<file path="src/sv/mie_pkg.sv">
// Package for the extended Euclidean modular inverse block.
// Holds the default width, controller states and the control/status bundles.
// Used by mie_ctrl, mie_dpath and modular_inverse_ext_euclid.
package mie_pkg;

  // Default operand width
  localparam int unsigned DEF_WIDTH = 32;

  // Controller states
  typedef enum logic [2:0] {
    ST_IDLE,
    ST_CHECK,
    ST_DIV,
    ST_UPDATE,
    ST_FIN_T,
    ST_FIN_OUT
  } state_e;

  // Commands from controller to datapath
  typedef struct packed {
    logic load;      // capture value and modulus, reset coefficients
    logic div_init;  // start a quotient/remainder step
    logic div_step;  // one bit of restoring division plus multiply-accumulate
    logic update;    // shift remainders and coefficients by one Euclid step
    logic fin_t;     // reduce final coefficient modulo the modulus
    logic out_load;  // write result into the output register
  } cmd_t;

  // Status from datapath to controller
  typedef struct packed {
    logic r_zero;    // current remainder is zero, loop ends
    logic div_last;  // last bit of the division step
  } status_t;

endpackage

</file>
<file path="src/sv/mie_ctrl.sv">
// Controller state machine for the modular inverse block.
// Sequences Euclid steps over the datapath; depends on mie_pkg.
module mie_ctrl
  import mie_pkg::*;
(
  input  logic    clk_i,
  input  logic    rst_ni,
  input  logic    in_valid_i,
  output logic    in_ready_o,
  input  logic    out_free_i,
  input  status_t status_i,
  output cmd_t    cmd_o
);

  state_e state_q, state_d;

  // Hold state
  always_ff @(posedge clk_i or negedge rst_ni) begin
    if (!rst_ni) begin
      state_q <= ST_IDLE;
    end else begin
      state_q <= state_d;
    end
  end

  // Advance state and issue commands
  always_comb begin
    state_d    = state_q;
    cmd_o      = '0;
    in_ready_o = 1'b0;
    unique case (state_q)
      ST_IDLE: begin
        in_ready_o = 1'b1;
        if (in_valid_i) begin
          cmd_o.load = 1'b1;
          state_d    = ST_CHECK;
        end
      end
      ST_CHECK: begin
        if (status_i.r_zero) begin
          state_d = ST_FIN_T;
        end else begin
          cmd_o.div_init = 1'b1;
          state_d        = ST_DIV;
        end
      end
      ST_DIV: begin
        cmd_o.div_step = 1'b1;
        if (status_i.div_last) begin
          state_d = ST_UPDATE;
        end
      end
      ST_UPDATE: begin
        cmd_o.update = 1'b1;
        state_d      = ST_CHECK;
      end
      ST_FIN_T: begin
        cmd_o.fin_t = 1'b1;
        state_d     = ST_FIN_OUT;
      end
      ST_FIN_OUT: begin
        if (out_free_i) begin
          cmd_o.out_load = 1'b1;
          state_d        = ST_IDLE;
        end
      end
      default: begin
        state_d = ST_IDLE;
      end
    endcase
  end

endmodule

</file>
<file path="src/sv/mie_dpath.sv">
// Datapath for the modular inverse block: remainder and coefficient registers,
// a bit-serial restoring divider with a fused shift-add multiply, final reduction.
// Depends on mie_pkg for the command and status bundles.
module mie_dpath
  import mie_pkg::*;
#(
  parameter int unsigned WIDTH = DEF_WIDTH
) (
  input  logic             clk_i,
  input  logic [WIDTH-1:0] value_i,
  input  logic [WIDTH-1:0] modulus_i,
  input  cmd_t             cmd_i,
  output status_t          status_o,
  output logic [WIDTH-1:0] inverse_o,
  output logic [WIDTH-1:0] divisor_o,
  output logic             invertible_o
);

  localparam int unsigned CW = (WIDTH > 1) ? $clog2(WIDTH) : 1;

  logic [WIDTH-1:0] m_q, old_r_q, r_q, old_s_q, s_q;
  logic [WIDTH-1:0] rem_q, dvd_q, acc_q, t_q;
  logic [CW-1:0]    cnt_q;
  logic             odd_q;

  logic [WIDTH:0]   rem_sh;
  logic [WIDTH-1:0] rem_diff;
  logic             q_bit;
  logic [WIDTH-1:0] rem_d, acc_d, t_d;
  logic             has_inv;

  // One restoring division bit; the quotient bit also drives acc = acc*2 + q_bit*s
  // The difference is only used when it is below r, so WIDTH bits hold it
  always_comb begin
    rem_sh   = {rem_q, dvd_q[WIDTH-1]};
    rem_diff = rem_sh[WIDTH-1:0] - r_q;
    q_bit    = (rem_sh >= {1'b0, r_q});
    rem_d    = q_bit ? rem_diff : rem_sh[WIDTH-1:0];
    acc_d    = {acc_q[WIDTH-2:0], 1'b0} + (q_bit ? s_q : '0);
  end

  // Reduce final coefficient; its magnitude never exceeds the modulus
  assign t_d = (old_s_q >= m_q) ? (old_s_q - m_q) : old_s_q;

  // Registers of the Euclid loop
  always_ff @(posedge clk_i) begin
    if (cmd_i.load) begin
      m_q     <= modulus_i;
      old_r_q <= value_i;
      r_q     <= modulus_i;
      old_s_q <= {{(WIDTH-1){1'b0}}, 1'b1};
      s_q     <= '0;
      odd_q   <= 1'b0;
    end
    if (cmd_i.div_init) begin
      rem_q <= '0;
      dvd_q <= old_r_q;
      acc_q <= '0;
      cnt_q <= '0;
    end
    if (cmd_i.div_step) begin
      rem_q <= rem_d;
      dvd_q <= {dvd_q[WIDTH-2:0], 1'b0};
      acc_q <= acc_d;
      cnt_q <= cnt_q + 1'b1;
    end
    if (cmd_i.update) begin
      old_r_q <= r_q;
      r_q     <= rem_q;
      old_s_q <= s_q;
      s_q     <= old_s_q + acc_q;
      odd_q   <= ~odd_q;
    end
    if (cmd_i.fin_t) begin
      t_q <= t_d;
    end
  end

  // Report loop status
  assign status_o.r_zero   = (r_q == '0);
  assign status_o.div_last = (cnt_q == CW'(WIDTH - 1));

  // Form result; odd step count means the coefficient is negative
  assign has_inv      = (old_r_q == {{(WIDTH-1){1'b0}}, 1'b1}) && (m_q != '0);
  assign inverse_o    = !has_inv ? '0 :
                        (odd_q && (t_q != '0)) ? (m_q - t_q) : t_q;
  assign divisor_o    = old_r_q;
  assign invertible_o = (old_r_q == {{(WIDTH-1){1'b0}}, 1'b1});

endmodule

</file>
<file path="src/sv/modular_inverse_ext_euclid.sv">
// Top level of the extended Euclidean modular inverse block.
// Joins mie_ctrl and mie_dpath and holds the output register; depends on mie_pkg.
//
// Usage:
//   Slave stream: s_axis_tdata carries value (low WIDTH bits) and modulus
//   (next WIDTH bits). An item is taken when s_axis_tvalid and s_axis_tready
//   are both high; s_axis_tready is high only while no item is in work.
//   Master stream: m_axis_tdata carries inverse (low) and divisor (next);
//   m_axis_tuser carries the invertible flag. One result per item.
//   Sequence: each Euclid step is a check, a bit-serial division that
//   yields one quotient bit per cycle, and an update. An item is a load,
//   its Euclid steps, a final check, the final reduction and the output
//   write. One item is in work at a time.
//   Stall: the result sits in an output register; a new item is accepted
//   while it waits, and the datapath holds its finished result until the
//   register is free.
//   Reset: rst_ni clears the controller and output valid; no clearing pass.
module modular_inverse_ext_euclid
  import mie_pkg::*;
#(
  parameter int unsigned WIDTH = DEF_WIDTH
) (
  input  logic                              clk_i,
  input  logic                              rst_ni,
  input  logic                              s_axis_tvalid,
  output logic                              s_axis_tready,
  // value [WIDTH-1:0], modulus [2*WIDTH-1:WIDTH], zero pad above
  input  logic [((2*WIDTH+7)/8)*8-1:0]      s_axis_tdata,
  output logic                              m_axis_tvalid,
  input  logic                              m_axis_tready,
  // inverse [WIDTH-1:0], divisor [2*WIDTH-1:WIDTH], zero pad above
  output logic [((2*WIDTH+7)/8)*8-1:0]      m_axis_tdata,
  // invertible [0]
  output logic                              m_axis_tuser
);

  localparam int unsigned DW = ((2 * WIDTH + 7) / 8) * 8;

  cmd_t             cmd;
  status_t          status;
  logic             out_free;
  logic [WIDTH-1:0] inverse, divisor;
  logic             invertible;

  logic             out_valid_q;
  logic [DW-1:0]    out_data_q;
  logic             out_user_q;

  // Output register is free when empty or being drained
  assign out_free = !out_valid_q || m_axis_tready;

  mie_ctrl u_ctrl (
    .clk_i      (clk_i),
    .rst_ni     (rst_ni),
    .in_valid_i (s_axis_tvalid),
    .in_ready_o (s_axis_tready),
    .out_free_i (out_free),
    .status_i   (status),
    .cmd_o      (cmd)
  );

  mie_dpath #(
    .WIDTH (WIDTH)
  ) u_dpath (
    .clk_i        (clk_i),
    .value_i      (s_axis_tdata[WIDTH-1:0]),
    .modulus_i    (s_axis_tdata[2*WIDTH-1:WIDTH]),
    .cmd_i        (cmd),
    .status_o     (status),
    .inverse_o    (inverse),
    .divisor_o    (divisor),
    .invertible_o (invertible)
  );

  // Track output valid
  always_ff @(posedge clk_i or negedge rst_ni) begin
    if (!rst_ni) begin
      out_valid_q <= 1'b0;
    end else if (cmd.out_load) begin
      out_valid_q <= 1'b1;
    end else if (m_axis_tready) begin
      out_valid_q <= 1'b0;
    end
  end

  // Capture result item
  always_ff @(posedge clk_i) begin
    if (cmd.out_load) begin
      out_data_q <= DW'({divisor, inverse});
      out_user_q <= invertible;
    end
  end

  assign m_axis_tvalid = out_valid_q;
  assign m_axis_tdata  = out_data_q;
  assign m_axis_tuser  = out_user_q;

endmodule

</file>
<file path="config.mk">
export PLATFORM = sky130hd
export DESIGN_NAME = modular_inverse_ext_euclid
export DESIGN_NICKNAME = d
export VERILOG_FILES = /design/src/sv/mie_pkg.sv /design/src/sv/mie_ctrl.sv /design/src/sv/mie_dpath.sv /design/src/sv/modular_inverse_ext_euclid.sv
export SDC_FILE = /design/constraint.sdc
export NUM_CORES = 1
export LEC_CHECK = 0
export ABC_AREA = 1
export BUFFER_PORTS_ARGS = -buffer_cell sky130_fd_sc_hd__clkbuf_2
export CORE_ASPECT_RATIO = 2
export CORE_MARGIN = 2
export CORE_UTILIZATION = 31
export DETAILED_ROUTE_END_ITERATION = 16
export SYNTH_ARGS = -nofsm -noshare
export SYNTH_HDL_FRONTEND = slang
export SYNTH_SLANG_ARGS = --single-unit
</file>
<file path="constraint.sdc">
create_clock -name clk_i -period 17.4 [get_ports clk_i]
set_clock_uncertainty 0.15 [all_clocks]
set_input_delay 0 -clock clk_i [delete_from_list [all_inputs] [get_ports clk_i]]
set_output_delay 0 -clock clk_i [all_outputs]
set_load 0.03 [all_outputs]
</file>
==> impl_metrics.csv <==
group,metric,value,unit
place,gp_congestion,0.9731,
job,drv_cap,0,
routing,ant_nets,0,
clocking,h-tree-depth,2,
die,die_w,200.7,um
sta,worst_slack,12.89,ns
hold_path,worstHoldPathType,"input port to register",
clocking,numCtsBuffers,35,
sta,setup_viol,0,
die,io_pins,135,
global_route,antenna_found_initial,1,
setup_path,crit_path_frequent_cell,"nand2_1",
global_route,grt_max_degree,88,
synth,ys_seq_elements,363,
finish,syn_to_final_growth,15.08,%
finish,finish.instance_area,27620,um^2
die,die_y,397.5,um
synth,synth-seq-area-share,45.30,%
finish,layout_commonest_cell,"nand2_1",
synth,synthFlopType,"edfxtp_1",
global_route,gr-total-overflow,0,
pwr,leakagePower,12.05,nW
finish,final_cell_mix,"737 x nand2_1, 372 x inv_1, 358 x edfxtp_1",
routing,dr.first_iter.drc_count,1392,
place,place_ws,12.87,ns
clocking,cts.sinks,363,
sta,slew_headroom,27.80,%
routing,wirelength,85930,um
synth,syn_nets,3170,
die,core,76930,um^2
routing,via_per_inst,5.061,
synth,synth.area.mux_share,0,%
sta,rsz0062_at_grt,"false",
clocking,cts_root_buf,"clkbuf_16",
clocking,clock_latency,0.58,ns
setup_path,crit_chain,"ha_1, nand2_1, inv_1, a21oi_1, nand2_1, nand2_1, nand3_2, nand2_1, nand2_2, inv_2, nor2_1, ha_1, fa_1, nand2_1, nand2_1, o21ai_0, inv_1, nand2_1, nand2_1, a21boi_0, o21ai_0, o21ai_0, a21oi_1",
routing,drcViolationCount,0,
setup_path,required,17.54,ns
synth,synth.top_cell.area_share,44.80,%
place,placed_area,25800,um^2
global_route,grt_pass1_vias,21230,
synth,synthAdderAreaFrac,8.655,%
sta,hold_violations,0,
sta,fmax,221.5,MHz
clocking,clk_path_buf_depth,3,
sta,worst_slew_pin_slew,1.083,ns
routing,first_pass_iters,6,
setup_path,critPathLaunchType,"register",
setup_path,critPathArrivalTime,4.65,ns
sta,fin_crit,4.515,ns
setup_path,r2r_setup_slack,12.89,ns
place,io_buffers,134,
setup_path,cpMaxStageDelayCell,"inv_2",
die,initial_core_util,31.19,%
pwr,ir_worst_vdd,110.2,uV
synth,avgSynthCellArea,8.165,um^2
setup_path,endpoint_kind,"register",
routing,avgRoutedWirePerCell,20.55,um
synth,ys_warn_count,0,
clocking,path_clk_slew,0.07,ns
global_route,grtUsageTotal,21.12,%
global_route,grt_pass1_wl,127000,um
synth,syn_area,24000,um^2
synth,syn_inst,2939,
synth,async_flop_share,1.102,%
synth,synth.distinct_cells,49,
routing,top_layer_used,"met4",
routing,wl_met2,45980,um
status,status,"finished, final reports clean",
synth,yosysTopAreaCell,"edfxtp_1",
synth,synth-xor-area-share,1.971,%
sta,fin_tns_setup,0,ns
place,dp_hpwl,68220,um
synth,synth-edff-count,358,
synth,synth_area_leaders,"edfxtp_1 45%, nand2_1 12%, ha_1 8.2%, a21oi_1 5.8%, inv_1 5.8%",
synth,synth_top_family_by_area,"simple AND/OR/NAND/NOR gates",
synth,synthSimpleGateAreaFrac,22.29,%
sta,period_share,25.95,%
setup_path,cpPeakStageDelay,0.47,ns
die,rows,144,
finish,drive_gt1_share,7.948,%
routing,vias,21160,
finish,nets,3364,
clocking,cts_tree,"yes",
pwr,p_per_area,205.8,nW/um^2
setup_path,path_buf_inv,3,
routing,drt-met1-wl,29260,um
synth,synth_compound_area_share,14.63,%
sta,drv_slew,0,
setup_path,worstSetupPathType,"register to register",
setup_path,critical-path-top-delay-family,"simple AND/OR/NAND/NOR gates",
setup_path,cp_max_fo,33,
die,dieArea,79790,um^2
routing,dr_wl_met3,2916,um
-- tightest hold or removal path: cells and delay by family --
family / cells / cell delay (ns)
buffers and inverters: 2 / 0.63
AO/OA/AOI/OAI: 1 / 0.06
-- flip-flops by register name (all words and copies together), names as in the netlist, 3 cells and up --
signal / cells
u_dpath.s_q: 32
u_dpath.cnt_q: 5
m_axis_tdata: 64
u_dpath.m_q: 32
u_dpath.r_q: 32
u_dpath.old_s_q: 32
u_dpath.acc_q: 32
u_dpath.t_q: 32
u_dpath.divisor_o: 32
u_ctrl.state_q: 3
u_dpath.dvd_q: 32
u_dpath.rem_q: 32
-- layer usage --
layer  up-vias  global-route usage (%)
met1      9912                   20.39
met4         0                   16.64
met3       234                   1.950
met2       640                   40.76
met5         -                       0
li1      10380                       -
-- cells in the mapped netlist (2+ instances only) --
cell type and number:
o21bai_1 28, nand3b_1 10, nor2_1 307, nor3_1 41, a21boi_0 6, o21ai_0 188
edfxtp_1 358, inv_1 373, o221ai_1 2, or2_2 4, buf_6 7, inv_2 3
nand2_2 4, nand3_2 2, nor2_2 4, fa_1 5, nor3b_1 2, nand2_1 738
o211ai_1 5, o21ai_1 16, a31oi_1 19, a211oi_1 5, nor4_1 33, a21o_1 28
o21a_1 20, nand4_1 35, ha_1 158, xnor2_1 35, xor2_1 19, nor4_2 2
buf_4 3, buf_2 14, clkbuf_1 33, a21oi_1 280, dfrtp_1 4, and3_1 3
o21ai_2 23, clkinv_1 2, nand3_1 110
-- path summary, 6_finish.rpt --
kind / startpoint / endpoint / depth (start not counted)
setup / recovery: u_dpath.rem_q[6]$_SDFFCE_PN0N_ / u_dpath.acc_q[17]$_SDFFCE_PN0N_ / 23
hold / removal: m_axis_tready / m_axis_tvalid$_DFFE_PN0P_ / 3
setup reg to reg: u_dpath.rem_q[6]$_SDFFCE_PN0N_ / u_dpath.acc_q[17]$_SDFFCE_PN0N_ / 23
hold reg to reg: u_dpath.divisor_o[12]$_DFFE_PP_ / m_axis_tdata[44]$_DFFE_PP_ / 0
max in group asynchronous: rst_ni / u_ctrl.state_q[0]$_DFFE_PN0P_ / 3
min in group asynchronous: rst_ni / u_ctrl.state_q[1]$_DFFE_PN0P_ / 3
-- report_power, final --
part	switching, mW	internal (mW)
Sequential	0.271	1.45
Combinational	2.21	0.962
Clock	0.361	0.428
Total	2.84	2.84
-- per-stage QoR --
stage / cells / utilization (%) / hold slack (ns) / power (mW)
after global routing: 4180 / 35.89 / 0.03653 / 6.105
after detailed placement: 4049 / 33.54 / -0.3377 / 4.861
final: 4181 / 35.90 / 0.02573 / 5.684
after floorplan: 2939 / - / -0.4456 / 3.929
after global placement: 4049 / 33.54 / -0.3396 / 4.855
after CTS: 4180 / 35.89 / 0.003723 / 5.683
-- cells by family (layout without fill, tap and decap cells) --
group           after synthesis  after routing
fa+ha+maj                   163            163
other cells                   0              1
simple gates               1297           1297
flops                       363            363
buf+inv                     436            655
xor+xnor                     54             54
compound gates              626            626
-- area by class of cell --
type                    instances  area, um^2
diodes                          1       2.502
repair buffers                215        1451
clock buffers                  43       927.1
well taps                    1022        1279
clock inverters                19       196.4
multi-input cells            2140       11470
flip-flops and latches        363       10870
fillers                      8058       49320
inverters                     378        1421
-- repair_timing --
action                    CTS  global route
buffers inserted            0             0
gates resized for setup     0             0
hold endpoints to repair  135             0
hold buffers               69             0
(Power assumes the default switching activity.)
